--- config.mk ---
export PLATFORM = sky130hd
export DESIGN_NAME = tlv_stream_parser_top
export DESIGN_NICKNAME = d
export VERILOG_FILES = /design/src/hw/rtl/tsp_pkg.sv /design/src/hw/rtl/tlv_stream_parser_top.sv
export SDC_FILE = /design/constraint.sdc
export NUM_CORES = 1
export LEC_CHECK = 0
export BUFFER_PORTS_ARGS = -buffer_cell sky130_fd_sc_hd__buf_2
export CORE_MARGIN = 8
export CORE_UTILIZATION = 55
export DETAILED_ROUTE_END_ITERATION = 10
export PLACE_DENSITY = 0.81
export SYNTH_ARGS = -nofsm -noshare
export SYNTH_HDL_FRONTEND = slang
export SYNTH_SLANG_ARGS = --single-unit
--- constraint.sdc ---
create_clock -name clk -period 4.07 [get_ports clk]
set_input_delay 0.814 -clock clk [delete_from_list [all_inputs] [get_ports clk]]
set_output_delay 0.814 -clock clk [all_outputs]
set_load 0.1 [all_outputs]
--- src/hw/rtl/tsp_pkg.sv ---
// Shared types and constants for the TLV stream parser.
package tsp_pkg;

	localparam int MAX_RECORDS_DEF     = 16;
	localparam int MAX_VALUE_BYTES_DEF = 256;

	localparam logic [1:0] ST_OK        = 2'd0;
	localparam logic [1:0] ST_TOO_MANY  = 2'd1;
	localparam logic [1:0] ST_TRUNCATED = 2'd2;
	localparam logic [1:0] ST_TOO_LONG  = 2'd3;

	typedef struct packed {
		logic [7:0] data_byte;
		logic       last_byte;
	} in_beat_t;

	typedef struct packed {
		logic       value_valid;
		logic [3:0] record_index;
		logic [7:0] record_type;
		logic [7:0] value_offset;
		logic [7:0] value_out;
		logic       value_end;
		logic       done_res;
		logic [1:0] status;
		logic [4:0] record_count;
	} out_beat_t;

endpackage

--- src/hw/rtl/tlv_stream_parser_top.sv ---
// Channel  Signals                          Direction  Beat
// in       in_valid, in_ready, in_data      sink       one message byte, last flag
// out      out_valid, out_ready, out_data   source     value byte and/or end report
//
// One byte per cycle sustained while no result waits: a byte goes into the input
// register, the parser state and the result are settled from it combinationally,
// and the result lands in the output register, which stalls the input register
// only while a result waits; bytes without a result still need the output side free.
// Reset (arst_n low) returns the parser to expect a type byte with no records counted.
module tlv_stream_parser_top
	import tsp_pkg::*;
#(
	parameter int MAX_RECORDS     = MAX_RECORDS_DEF,
	parameter int MAX_VALUE_BYTES = MAX_VALUE_BYTES_DEF
) (
	input  logic      clk,
	input  logic      arst_n,
	input  logic      in_valid,
	output logic      in_ready,
	input  in_beat_t  in_data,
	output logic      out_valid,
	input  logic      out_ready,
	output out_beat_t out_data
);

	localparam int CNT_W = $clog2(MAX_RECORDS + 1);
	localparam int EXT_W = (CNT_W > 5) ? CNT_W : 5;

	typedef enum logic [5:0] {
		PH_TYPE   = 6'b000001,
		PH_LEN_HI = 6'b000010,
		PH_LEN_LO = 6'b000100,
		PH_VALUE  = 6'b001000,
		PH_SKIP   = 6'b010000,
		PH_FAILED = 6'b100000
	} phase_t;

	logic       valid_s1;
	in_beat_t   data_s1;
	logic       out_valid_q;
	out_beat_t  out_data_q;
	logic       out_free;
	logic       adv_s1;

	phase_t      phase_q, phase_n;
	logic [7:0]  type_q, type_n;
	logic [7:0]  len_hi_q, len_hi_n;
	logic [15:0] remain_q, remain_n;
	logic [7:0]  pos_q, pos_n;
	logic [CNT_W-1:0] done_q, done_n;
	logic [1:0]  err_q, err_n;

	logic [15:0] len;
	logic [15:0] remain_dec;
	logic        vv;
	logic        vend;
	logic        produce;
	logic [1:0]  st;
	logic [EXT_W-1:0] idx_ext;
	logic [EXT_W-1:0] cnt_ext;
	out_beat_t   res;

	assign out_free = !out_valid_q || out_ready;
	assign adv_s1   = valid_s1 && out_free;
	assign in_ready = !valid_s1 || out_free;

	assign len        = {len_hi_q, data_s1.data_byte};
	assign remain_dec = (remain_q != 16'd0) ? remain_q - 16'd1 : 16'd0;

	always_comb begin
		phase_n  = phase_q;
		type_n   = type_q;
		len_hi_n = len_hi_q;
		remain_n = remain_q;
		pos_n    = pos_q;
		done_n   = done_q;
		err_n    = err_q;
		vv       = 1'b0;
		vend     = 1'b0;
		unique case (phase_q)
			PH_TYPE: begin
				if (done_q >= CNT_W'(MAX_RECORDS)) begin
					err_n   = ST_TOO_MANY;
					phase_n = PH_FAILED;
				end else begin
					type_n  = data_s1.data_byte;
					pos_n   = 8'd0;
					phase_n = PH_LEN_HI;
				end
			end
			PH_LEN_HI: begin
				len_hi_n = data_s1.data_byte;
				phase_n  = PH_LEN_LO;
			end
			PH_LEN_LO: begin
				remain_n = len;
				pos_n    = 8'd0;
				if (len == 16'd0) begin
					done_n  = done_q + CNT_W'(1);
					phase_n = PH_TYPE;
				end else if (len > 16'(MAX_VALUE_BYTES)) begin
					phase_n = PH_SKIP;
				end else begin
					phase_n = PH_VALUE;
				end
			end
			PH_VALUE: begin
				// drop a final byte that cuts the value short
				if (!(data_s1.last_byte && remain_q > 16'd1)) begin
					vv       = 1'b1;
					vend     = (remain_q <= 16'd1);
					remain_n = remain_dec;
					pos_n    = pos_q + 8'd1;
					if (remain_q <= 16'd1) begin
						done_n  = done_q + CNT_W'(1);
						phase_n = PH_TYPE;
					end
				end
			end
			PH_SKIP: begin
				remain_n = remain_dec;
				if (remain_dec == 16'd0) begin
					err_n   = ST_TOO_LONG;
					phase_n = PH_FAILED;
				end
			end
			PH_FAILED: begin
			end
			default: begin
			end
		endcase
	end

	always_comb begin
		st      = (phase_n == PH_TYPE || phase_n == PH_FAILED) ? err_n : ST_TRUNCATED;
		idx_ext = EXT_W'(done_q);
		cnt_ext = EXT_W'(done_n);
		produce = vv || data_s1.last_byte;

		res.value_valid  = vv;
		res.record_index = vv ? idx_ext[3:0] : 4'd0;
		res.record_type  = vv ? type_q : 8'd0;
		res.value_offset = vv ? pos_q : 8'd0;
		res.value_out    = vv ? data_s1.data_byte : 8'd0;
		res.value_end    = vend;
		res.done_res     = data_s1.last_byte;
		res.status       = data_s1.last_byte ? st : ST_OK;
		res.record_count = (data_s1.last_byte && st == ST_OK) ? cnt_ext[4:0] : 5'd0;
	end

	// input register
	always_ff @(posedge clk or negedge arst_n) begin
		if (!arst_n) begin
			valid_s1 <= 1'b0;
		end else if (in_ready) begin
			valid_s1 <= in_valid;
		end
	end

	always_ff @(posedge clk) begin
		if (in_ready && in_valid) begin
			data_s1 <= in_data;
		end
	end

	// parser state; the end of a message restores reset values
	always_ff @(posedge clk or negedge arst_n) begin
		if (!arst_n) begin
			phase_q  <= PH_TYPE;
			type_q   <= 8'd0;
			len_hi_q <= 8'd0;
			remain_q <= 16'd0;
			pos_q    <= 8'd0;
			done_q   <= '0;
			err_q    <= ST_OK;
		end else if (adv_s1) begin
			if (data_s1.last_byte) begin
				phase_q  <= PH_TYPE;
				type_q   <= 8'd0;
				len_hi_q <= 8'd0;
				remain_q <= 16'd0;
				pos_q    <= 8'd0;
				done_q   <= '0;
				err_q    <= ST_OK;
			end else begin
				phase_q  <= phase_n;
				type_q   <= type_n;
				len_hi_q <= len_hi_n;
				remain_q <= remain_n;
				pos_q    <= pos_n;
				done_q   <= done_n;
				err_q    <= err_n;
			end
		end
	end

	// result register
	always_ff @(posedge clk or negedge arst_n) begin
		if (!arst_n) begin
			out_valid_q <= 1'b0;
		end else if (out_free) begin
			out_valid_q <= adv_s1 && produce;
		end
	end

	always_ff @(posedge clk) begin
		if (adv_s1 && produce) begin
			out_data_q <= res;
		end
	end

	assign out_valid = out_valid_q;
	assign out_data  = out_data_q;

endmodule
==> results of run 1 <==
flip-flops by register name, summed over array words and instances, names as in the netlist, 5 cells and up:
name,flops
type_q,8
pos_q,8
phase_q,6
len_hi_q,8
remain_q,16
out_data,38
done_q,5
data_s1,9
cell families (layout without fill, tap and decap cells):
logic type,after synthesis,count (layout),synth area share (%)
buf+inv,38,91,4.41
fa+ha+maj,4,4,0.975
simple gates,205,205,21.2
flops,102,102,54.3
compound gates,109,109,13.0
mux,17,17,3.70
xor+xnor,12,12,2.41
stage by stage:
step / power, mW / worst slack [ps] / area (um2) / std cells
floorplan: 2.18 / 689 / 5130 / 487
global placement: 2.39 / 893 / 5440 / 635
detailed placement: 2.42 / 822 / 5440 / 635
CTS: 3.05 / 801 / 5640 / 651
global route: 3.21 / 604 / 5640 / 651
finish: 3.04 / 815 / 5640 / 651
worst max-delay path, cell delays in order (launching register included):
cell and delay [ps]:
sky130_fd_sc_hd__dfrtp_1 500, sky130_fd_sc_hd__inv_1 120, sky130_fd_sc_hd__ha_1 390, sky130_fd_sc_hd__or3b_2 550, sky130_fd_sc_hd__nor3_1 160, sky130_fd_sc_hd__o211ai_1 100
sky130_fd_sc_hd__a2111o_1 480, sky130_fd_sc_hd__nor3_2 140, sky130_fd_sc_hd__nor2_2 100, sky130_fd_sc_hd__xnor2_4 180, sky130_fd_sc_hd__o31a_1 300
path summary, 6_finish.rpt:
| check | from | to |
|---|---|---|
| worst max-delay path | remain_q[0] | out_data[6] |
| worst min-delay path | pos_q[7] | pos_q[7] |
| worst max register to register | remain_q[0] | out_data[6] |
| worst min register to register | pos_q[7] | pos_q[7] |
| max in group asynchronous | arst_n | phase_q[0] |
| min in group asynchronous | arst_n | remain_q[5] |
cell type report:
cell class | count | area (um2) | share of cell area [%]
sequential | 102 | 2790 | 49.5
inverter | 14 | 52.6 | 0.933
clock buffer | 10 | 138 | 2.44
multi-input combinational | 347 | 2130 | 37.8
timing repair buffer | 61 | 328 | 5.82
clock inverter | 6 | 60.1 | 1.07
tap | 111 | 139 | 2.46
cells in the final DEF (no fill, tap or decap), drive strengths merged, types with 7 or more instances in the layout:
master | netlist | layout
nand2b | 7 | 7
clkbuf | 15 | 10
o21ai | 43 | 43
buf | 9 | 61
edfxtp | 47 | 47
dfrtp | 54 | 54
and3 | 8 | 8
inv | 13 | 18
nor2b | 36 | 36
a21oi | 26 | 26
nand3 | 11 | 11
mux2 | 16 | 16
nor4 | 12 | 12
nor2 | 48 | 48
nand2 | 35 | 35
nor3 | 22 | 22
power breakdown:
part / switching (mW) / internal (mW)
registers: 0.120 / 1.21
logic: 0.705 / 0.374
clock network: 0.378 / 0.256
metal layers:
| metal | part of all wire, % | wire [um] |
|---|---|---|
| met1 | 42 | 4990 |
| met3 | 5.1 | 599 |
| met5 | 0 | 0 |
| met4 | 2.1 | 244 |
| met2 | 50 | 5950 |
==> flow_summary.ini, run 1 <==
[yosys]
postSynthRegisterBits = 102
ys_async_sr_fraction_pct = 53.9
synth_common_cells = sky130_fd_sc_hd__dfrtp_1 (54), sky130_fd_sc_hd__edfxtp_1 (47), sky130_fd_sc_hd__nor2_1 (47), sky130_fd_sc_hd__o21ai_0 (41), sky130_fd_sc_hd__nor2b_1 (36)
syn_inst = 487
dominantRegCellSynth = sky130_fd_sc_hd__dfrtp_1
synthDistinctLibCells = 67
yosys.area.top_type_share_pct = 27.5
synth_warnings = 0
cell_with_the_most_instances_after_synthesis = sky130_fd_sc_hd__dfrtp_1
ys_seq_area_share_pct = 54.3
synth_edf_count = 47
yosysTopAreaCell = sky130_fd_sc_hd__edfxtp_1
syn_nets = 504
synth.area.top_cells = sky130_fd_sc_hd__edfxtp_1 (27%), sky130_fd_sc_hd__dfrtp_1 (26%), sky130_fd_sc_hd__nor2b_1 (4.4%)
netlist_area_mm2 = 0.00513
syn_area_per_cell_um2 = 10.5

[timing]
final_min_period_over_clock_period_pct = 80.0
final.setup_skew_ps = 13.2
period_minus_slack_ps = 3250
worst_hold_slack_ps = 501
max_clock_freq_mhz = 307
rsz0062_at_grt = no
final-setup-viol-count = 0
drv_slew = 0
final.setup.tns_ps = 0
max_slew.worst_pin.slew_ps = 893
timing_hold_violations_final = 0
worst_slew_margin_rel_pct = 40.4

[clocking]
ctsHtreeMaxLevel = 3
cts-buffers-inserted = 9
cts_post_setup_buffers_inserted = 0
cts.sink_count = 102
worst_setup_hold_path_clk_slew_ps = 100
cts.hold.buffers_added = 0
clock-root-buffer = sky130_fd_sc_hd__clkbuf_8
post_cts_resized = 0
clock_tree_from_tritoncts = built
maximum_buffer_depth_of_the_clock_tree = 2
clock_insertion_delay_worst_skew_ps = 370

[finish]
share_of_final_layout_standard_cells_stronger_than_drive_strength_1_pct = 20.4
final_net_count = 552
layout.core_utilization_pct = 61.6
fill_cells = 720
area_delta_synth_final_pct = 9.75
antenna-diode-count = 0

[die]
initial_core_util_pct = 56.1
fp.dieH_um = 113
floorplan.rows = 35
dieWidth_um = 113
num_io_pins = 53
core_area_mm2 = 0.00915
design.die.area_mm2 = 0.0127

[route]
detail_route.wl_per_cell_um = 18.1
firstDrtPassIters = 7
drt_drc_violations_left = 0
vias = 3927
detail_route.vias_per_cell = 6.03
detail_route.iter0.violations = 244
totalWireLength_um = 11800
ant_nets = 0

[global_route]
grt_util_met2_pct = 33.4
grt_first_pass_wirelength_um = 19600
gr-usage-all-layers_pct = 19.2
grt_max_degree = 39
grt_util_met1_pct = 23.0
grt.busiest_layer = met2
use_met3_pct = 3.86
total_congestion_overflow_after_global_routing = 0
antenna_found_initial = 0
grt_pass1_vias = 3955

[pwr]
irDropWorstVdd_mv = 0.294
cellPowerDensity_mw_per_mm2 = 540
power_leakage_nw = 2.28

[setup_path]
ff2ff_path_depth = 10
end_kind = flip-flop
timing_worst_setup_path_type = reg2reg
arrival_worst_endpoint_ps = 3390
reg2reg_slack_ps = 820
setup.worst_path.start_class = flip-flop
critical_path_peak_fanout = 12
critical_path_required_ps = 4200

[run]
max_cap_viols = 0

[place]
detailedPlacementHpwl_um = 8590
routabilityCongestion = 0.923
io_buffers = 52

[run_status]
run_status = finished, final reports clean

[hold_path]
hold_path_cell_cnt = 1
worstHoldPathType = reg2reg
No activity file was read; power rests on OpenSTA's default activity.
==> inputs of run 2 (changes only) <==
--- a/config.mk
+++ b/config.mk
@@ -5,11 +5,12 @@
 export SDC_FILE = /design/constraint.sdc
 export NUM_CORES = 1
 export LEC_CHECK = 0
+export ABC_AREA = 1
 export BUFFER_PORTS_ARGS = -buffer_cell sky130_fd_sc_hd__buf_2
 export CORE_MARGIN = 8
-export CORE_UTILIZATION = 55
+export CORE_UTILIZATION = 53
 export DETAILED_ROUTE_END_ITERATION = 10
-export PLACE_DENSITY = 0.81
+export PLACE_DENSITY = 0.82
 export SYNTH_ARGS = -nofsm -noshare
 export SYNTH_HDL_FRONTEND = slang
 export SYNTH_SLANG_ARGS = --single-unit
==> constraint.sdc (replaced) <==
create_clock -name clk -period 2.8 [get_ports clk]
set_input_delay 0.56 -clock clk [delete_from_list [all_inputs] [get_ports clk]]
set_output_delay 0.56 -clock clk [all_outputs]
set_load 0.1 [all_outputs]
==> run 2 against run 1 <==
  * Combinational power grew to 2.5 times the previous value
  * Cell count grew 18%
  * Worst hold slack lost 190 ps
  * Clock power grew 62%
  * Power grew 88%
  * Clock skew grew 1.6 ps
  * Utilization grew 0.13 points
  * Setup slack lost 620 ps
  * Synthesized cell count grew 18%
  * Clock-buffer cell count shrank 1
  * Via count grew 6.2%
==> flow_summary.ini, run 2 <==
[run_status]
run_status = finished, final reports clean

[timing]
worst_slew_margin_rel_pct = 51.8
worst_hold_slack_ps = 308
max_slew.worst_pin.slew_ps = 722
final-setup-viol-count = 0
final.setup_skew_ps = 14.8
timing_hold_violations_final = 0
period_minus_slack_ps = 2600
final.setup.tns_ps = 0
drv_slew = 0
rsz0062_at_grt = no
final_min_period_over_clock_period_pct = 93.0
max_clock_freq_mhz = 384

[clocking]
clock_insertion_delay_worst_skew_ps = 380
clock_tree_from_tritoncts = built
maximum_buffer_depth_of_the_clock_tree = 2
cts_post_setup_buffers_inserted = 0
clock-root-buffer = sky130_fd_sc_hd__clkbuf_8
ctsHtreeMaxLevel = 3
worst_setup_hold_path_clk_slew_ps = 120
cts.sink_count = 102
cts-buffers-inserted = 9

[finish]
final_cell_area_mm2 = 0.00570
highest_count_cells_in_the_layout_ignoring_fill_and_taps = sky130_fd_sc_hd__nand2_1 (98), sky130_fd_sc_hd__inv_1 (91), sky130_fd_sc_hd__nor2_1 (78), sky130_fd_sc_hd__o21ai_0 (54), sky130_fd_sc_hd__dfrtp_1 (54)
antenna-diode-count = 0
area_delta_synth_final_pct = 13.3
final_net_count = 652
max_reg_flops = 38
final-instance-count-excl-fill = 769
share_of_final_layout_standard_cells_stronger_than_drive_strength_1_pct = 17.2
layout.cells.most_common = sky130_fd_sc_hd__nand2_1
layout.core_utilization_pct = 61.7

[setup_path]
timing_worst_setup_path_type = reg2reg
critical_path_peak_fanout = 16
setup.worst_path.start_class = flip-flop
worst_path_dominant_cell_family = simple AND/OR/NAND/NOR gates
end_kind = flip-flop
arrival_worst_endpoint_ps = 2760
timing.critical_path.cells = inv_1, ha_2, nand2_4, nor2_8, nand2_4, nand3_1, nand2_1, nor2_1, nand4_1, nand3_1, nand3_2, nand2_2, nand2_1, nand2_1, inv_1
cpMaxStageDelayCell = sky130_fd_sc_hd__dfrtp_1
crit_buf_inv = 2
cp_slowest_stage_delay_ps = 430
critical_path_required_ps = 2960
path_common_cell = sky130_fd_sc_hd__nand2_1

[yosys]
netlist_area_mm2 = 0.00503
ys_seq_area_share_pct = 55.4
dominantRegCellSynth = sky130_fd_sc_hd__dfrtp_1
yosys.area.top_type_share_pct = 28.0
synth_edf_count = 47
syn_nets = 593
synth_common_cells = sky130_fd_sc_hd__nand2_1 (98), sky130_fd_sc_hd__inv_1 (91), sky130_fd_sc_hd__nor2_1 (79), sky130_fd_sc_hd__dfrtp_1 (54), sky130_fd_sc_hd__o21ai_0 (54)
synth_warnings = 0
ys_async_sr_fraction_pct = 53.9
synth.area.top_cells = sky130_fd_sc_hd__edfxtp_1 (28%), sky130_fd_sc_hd__dfrtp_1 (27%), sky130_fd_sc_hd__nand2_1 (7.3%)
synthDistinctLibCells = 39
syn_inst = 576
yosysTopAreaCell = sky130_fd_sc_hd__edfxtp_1
cell_with_the_most_instances_after_synthesis = sky130_fd_sc_hd__nand2_1
syn_area_per_cell_um2 = 8.74
postSynthRegisterBits = 102

[route]
drt_drc_violations_left = 0
totalWireLength_um = 12100
detail_route.vias_per_cell = 5.42
detail_route.iter0.violations = 332
firstDrtPassIters = 6
ant_nets = 0
detail_route.wl_per_cell_um = 15.7
vias = 4169

[run]
max_cap_viols = 0

[die]
design.die.area_mm2 = 0.0129
initial_core_util_pct = 54.5
dieWidth_um = 113
core_area_mm2 = 0.00924
floorplan.rows = 35
fp.dieH_um = 113
num_io_pins = 53

[place]
detailedPlacementHpwl_um = 8750
routabilityCongestion = 0.966
numPlacedInstances = 753
placement.cell_area_mm2 = 0.00547
io_buffers = 52

[global_route]
grt_max_degree = 56
antenna_found_initial = 0
grt_first_pass_wirelength_um = 19700
total_congestion_overflow_after_global_routing = 0
grt_pass1_vias = 4044
gr-usage-all-layers_pct = 19.3

[pwr]
seq_power_share_pct = 34.0
power.share.switching_pct = 47.7
total_switching_power_mw = 2.73
irDropWorstVdd_mv = 0.573
internal-power_mw = 3.00
combinationalPowerShare_pct = 48.0
power_leakage_nw = 2.56
share_clk_of_total_power_pct = 18.0
cellPowerDensity_mw_per_mm2 = 1010

[hold_path]
worstHoldPathType = in2async
## run 2: changes by cell type after synthesis, moves of 16 or more
cell and delta:
sky130_fd_sc_hd__inv_1 +78, sky130_fd_sc_hd__mux2_2 -16, sky130_fd_sc_hd__nand2_1 +63, sky130_fd_sc_hd__nand3_1 +21, sky130_fd_sc_hd__nor2_1 +32, sky130_fd_sc_hd__nor2b_1 -36
sky130_fd_sc_hd__nor3_1 -16
## run 2: repair_timing
action | in CTS | in global routing
hold buffers | 0 | 0
resized for setup | 0 | 1
endpoints found under the setup margin | 0 | 6
## run 2: final cells by class
| type | instances | area (um2) |
|---|---|---|
| clock inverter | 7 | 103 |
| inverter | 95 | 357 |
| fill | 785 | 3540 |
| timing repair buffer | 61 | 328 |
| clock buffer | 9 | 124 |
| tap | 129 | 161 |
| multi-input combinational | 366 | 1840 |
| sequential | 102 | 2790 |
## run 2: power by group through the flow
stage                     registers [mW]  logic, mW  clock network [mW]
after floorplan                     2.30       1.84                   0
after global placement              1.96       2.66                   0
after detailed placement            1.97       2.70                   0
after CTS                           1.94       2.70                1.05
after global routing                1.97       3.04                1.10
final                               1.95       2.75                1.03
## run 2: worst paths after layout
| check | startpoint | to | slack, ps | depth (start not counted) |
|---|---|---|---|---|
| worst max-delay path | remain_q[0] | out_data[6] | 200 | 15 |
| worst min-delay path | arst_n | remain_q[1] | 310 | 2 |
| worst max register to register | remain_q[0] | out_data[6] | 200 | 15 |
| worst min register to register | data_s1[0] | out_data[7] | 530 | 0 |
| max in group asynchronous | arst_n | remain_q[14] | 2010 | 2 |
| min in group clk | in_data[2] | data_s1[2] | 360 | 1 |
## run 2: per-layer routing
metal  share of wire (%)  GRT usage [%]  routed length (um)  up-vias
li1                    -              -                   -     2017
met3                 5.5           2.75                 663       24
met1                  44           25.4                5360     1976
met2                  48           31.5                5800      152
met5                   0              0                   0        -
met4                 2.1           7.73                 250        0
## run 2: stage by stage
step,setup slack (ps),total power [mW]
after floorplan,27.9,4.13
after global placement,279,4.62
after detailed placement,190,4.67
after CTS,188,5.69
after global routing,7.75,6.10
final,197,5.73
## run 2: logic make-up after synthesis
logic type / Yosys count / share of synthesized area [%]
buffers and inverters: 108 / 8.23
adders and majority gates: 4 / 0.994
and+or+nand+nor: 254 / 23.2
AOI/OAI and AO/OA: 105 / 11.6
DFF: 102 / 55.4
xor gates and xnor gates: 2 / 0.348
muxes: 1 / 0.199
==> inputs of run 3 (changes only) <==
--- a/config.mk
+++ b/config.mk
@@ -8,9 +8,9 @@
 export ABC_AREA = 1
 export BUFFER_PORTS_ARGS = -buffer_cell sky130_fd_sc_hd__buf_2
 export CORE_MARGIN = 8
-export CORE_UTILIZATION = 53
+export CORE_UTILIZATION = 55
 export DETAILED_ROUTE_END_ITERATION = 10
-export PLACE_DENSITY = 0.82
+export PLACE_DENSITY = 0.81
 export SYNTH_ARGS = -nofsm -noshare
 export SYNTH_HDL_FRONTEND = slang
 export SYNTH_SLANG_ARGS = --single-unit
==> constraint.sdc (replaced) <==
create_clock -name clk -period 3.3 [get_ports clk]
set_input_delay 0.66 -clock clk [delete_from_list [all_inputs] [get_ports clk]]
set_output_delay 0.66 -clock clk [all_outputs]
set_load 0.1 [all_outputs]
==> run 3 against run 2 <==
  * Combinational power shrank 17%
  * Critical path depth shrank 3
  * Worst hold slack gained 29 ps
  * Clock power shrank 25%
  * Power shrank 18%
  * Global-route usage grew 0.49 points
  * Design area shrank 1.4%
  * Setup slack gained 360 ps
  * Sequential power shrank 15%
==> flow_summary.ini, run 3 (same netlist as run 2, synthesis figures left out) <==
[clocking]
clock_tree_from_tritoncts = built
clock_insertion_delay_worst_skew_ps = 380
clock-root-buffer = sky130_fd_sc_hd__clkbuf_8
cts-buffers-inserted = 9
cts.sink_count = 102
maximum_buffer_depth_of_the_clock_tree = 2
post_cts_resized = 0
cts.hold.buffers_added = 0
worst_setup_hold_path_clk_slew_ps = 110
ctsHtreeMaxLevel = 3
cts_post_setup_buffers_inserted = 0

[setup_path]
reg2reg_slack_ps = 550
cp_slowest_stage_delay_ps = 590
critical_path_required_ps = 3540
worst_path_dominant_cell_family = simple AND/OR/NAND/NOR gates
cpMaxStageDelayCell = sky130_fd_sc_hd__dfstp_2
crit_buf_inv = 1
setup.worst_path.start_class = flip-flop
end_kind = flip-flop
arrival_worst_endpoint_ps = 2990
critical_path_peak_fanout = 25
timing_worst_setup_path_type = reg2reg
timing.critical_path.cells = nor2_2, nand4_1, nand2_2, inv_2, nand4_2, o21ai_0, nand2_1, nor2_1, nand3_2, nand2_2, nand3_4, nor2_2

[pwr]
totalPowerFinal_mw = 4.70
cellPowerDensity_mw_per_mm2 = 836
power_leakage_nw = 2.53
irDropWorstVdd_mv = 0.718

[timing]
final-setup-viol-count = 0
max_slew.worst_pin.slew_ps = 823
final.setup_skew_ps = 18.1
rsz0062_at_grt = no
drv_slew = 0
worst_slew_margin_rel_pct = 44.9
max_clock_freq_mhz = 364
final.setup.tns_ps = 0
worst_hold_slack_ps = 337
timing_hold_violations_final = 0
period_minus_slack_ps = 2750
final_min_period_over_clock_period_pct = 83.3

[die]
fp.dieH_um = 112
num_io_pins = 53
floorplan.rows = 35
dieWidth_um = 112
initial_core_util_pct = 55.5
core_area_mm2 = 0.00906
design.die.area_mm2 = 0.0125

[route]
detail_route.vias_per_cell = 5.55
ant_nets = 0
detail_route.wl_per_cell_um = 15.8
drt_drc_violations_left = 0
vias = 4154
firstDrtPassIters = 5
totalWireLength_um = 11800
detail_route.iter0.violations = 317

[place]
routabilityCongestion = 0.963
io_buffers = 52
detailedPlacementHpwl_um = 8840
numPlacedInstances = 732

[global_route]
antenna_found_initial = 0
grt_pass1_vias = 4132
gr-usage-all-layers_pct = 19.8
grt_max_degree = 35
total_congestion_overflow_after_global_routing = 0
grt_first_pass_wirelength_um = 19800

[finish]
layout.cells.most_common = sky130_fd_sc_hd__nand2_1
final-instance-count-excl-fill = 748
highest_count_cells_in_the_layout_ignoring_fill_and_taps = sky130_fd_sc_hd__nand2_1 (98), sky130_fd_sc_hd__inv_1 (91), sky130_fd_sc_hd__nor2_1 (78), sky130_fd_sc_hd__o21ai_0 (54), sky130_fd_sc_hd__dfrtp_1 (54)
area_delta_synth_final_pct = 11.7
share_of_final_layout_standard_cells_stronger_than_drive_strength_1_pct = 16.6
max_reg_flops = 38
antenna-diode-count = 0
final_net_count = 649

[run]
max_cap_viols = 0

[hold_path]
worstHoldPathType = in2async

[run_status]
run_status = finished, final reports clean
==> run 3: stage by stage <==
stage                     setup slack (ps)  util (%)  instance area (um2)
final                                  553      62.0                 5620
after global placement                 738      59.9                 5430
after detailed placement               621      59.9                 5430
after global routing                   328      62.0                 5620
after floorplan                        528         -                 5040
after CTS                              614      62.0                 5620
==> run 3: area by class of cell <==
type,count,area (um2)
flip-flops and latches,102,2790
well taps,111,139
fillers,788,3440
multi-input cells,366,1840
inverters,95,357
clock buffers,9,124
clock inverters,7,68.8
repair buffers,58,305
==> run 3: routing by layer <==
metal | track usage (%) | wire length, um
met1 | 24.0 | 5230
met2 | 33.0 | 5700
met3 | 3.63 | 492
met4 | 10.1 | 414
met5 | 0 | 0
==> run 3: worst reg2reg max path, cell delays in order, from the launching register on <==
cell                      delay [ps]
sky130_fd_sc_hd__dfstp_2         590
sky130_fd_sc_hd__nor2_2           70
sky130_fd_sc_hd__nand4_1         200
sky130_fd_sc_hd__nand2_2         300
sky130_fd_sc_hd__inv_2           260
sky130_fd_sc_hd__nand4_2         190
sky130_fd_sc_hd__o21ai_0         310
sky130_fd_sc_hd__nand2_1          90
sky130_fd_sc_hd__nor2_1          150
sky130_fd_sc_hd__nand3_2         100
sky130_fd_sc_hd__nand2_2         100
sky130_fd_sc_hd__nand3_4         120
sky130_fd_sc_hd__nor2_2          140
==> run 3: power by group <==
| group | switching (mW) | internal [mW] |
|---|---|---|
| registers | 0.117 | 1.53 |
| clock network | 0.475 | 0.294 |
| logic | 1.66 | 0.617 |
==> run 3: final timing paths <==
kind | end | startpoint | depth (start not counted)
max | out_data[4] | phase_q[0] | 12
min | out_valid | arst_n | 1
min in group clk | data_s1[3] | in_data[3] | 1
max in group asynchronous | phase_q[0] | arst_n | 2
max reg2reg | out_data[4] | phase_q[0] | 12
min reg2reg | type_q[7] | type_q[7] | 2
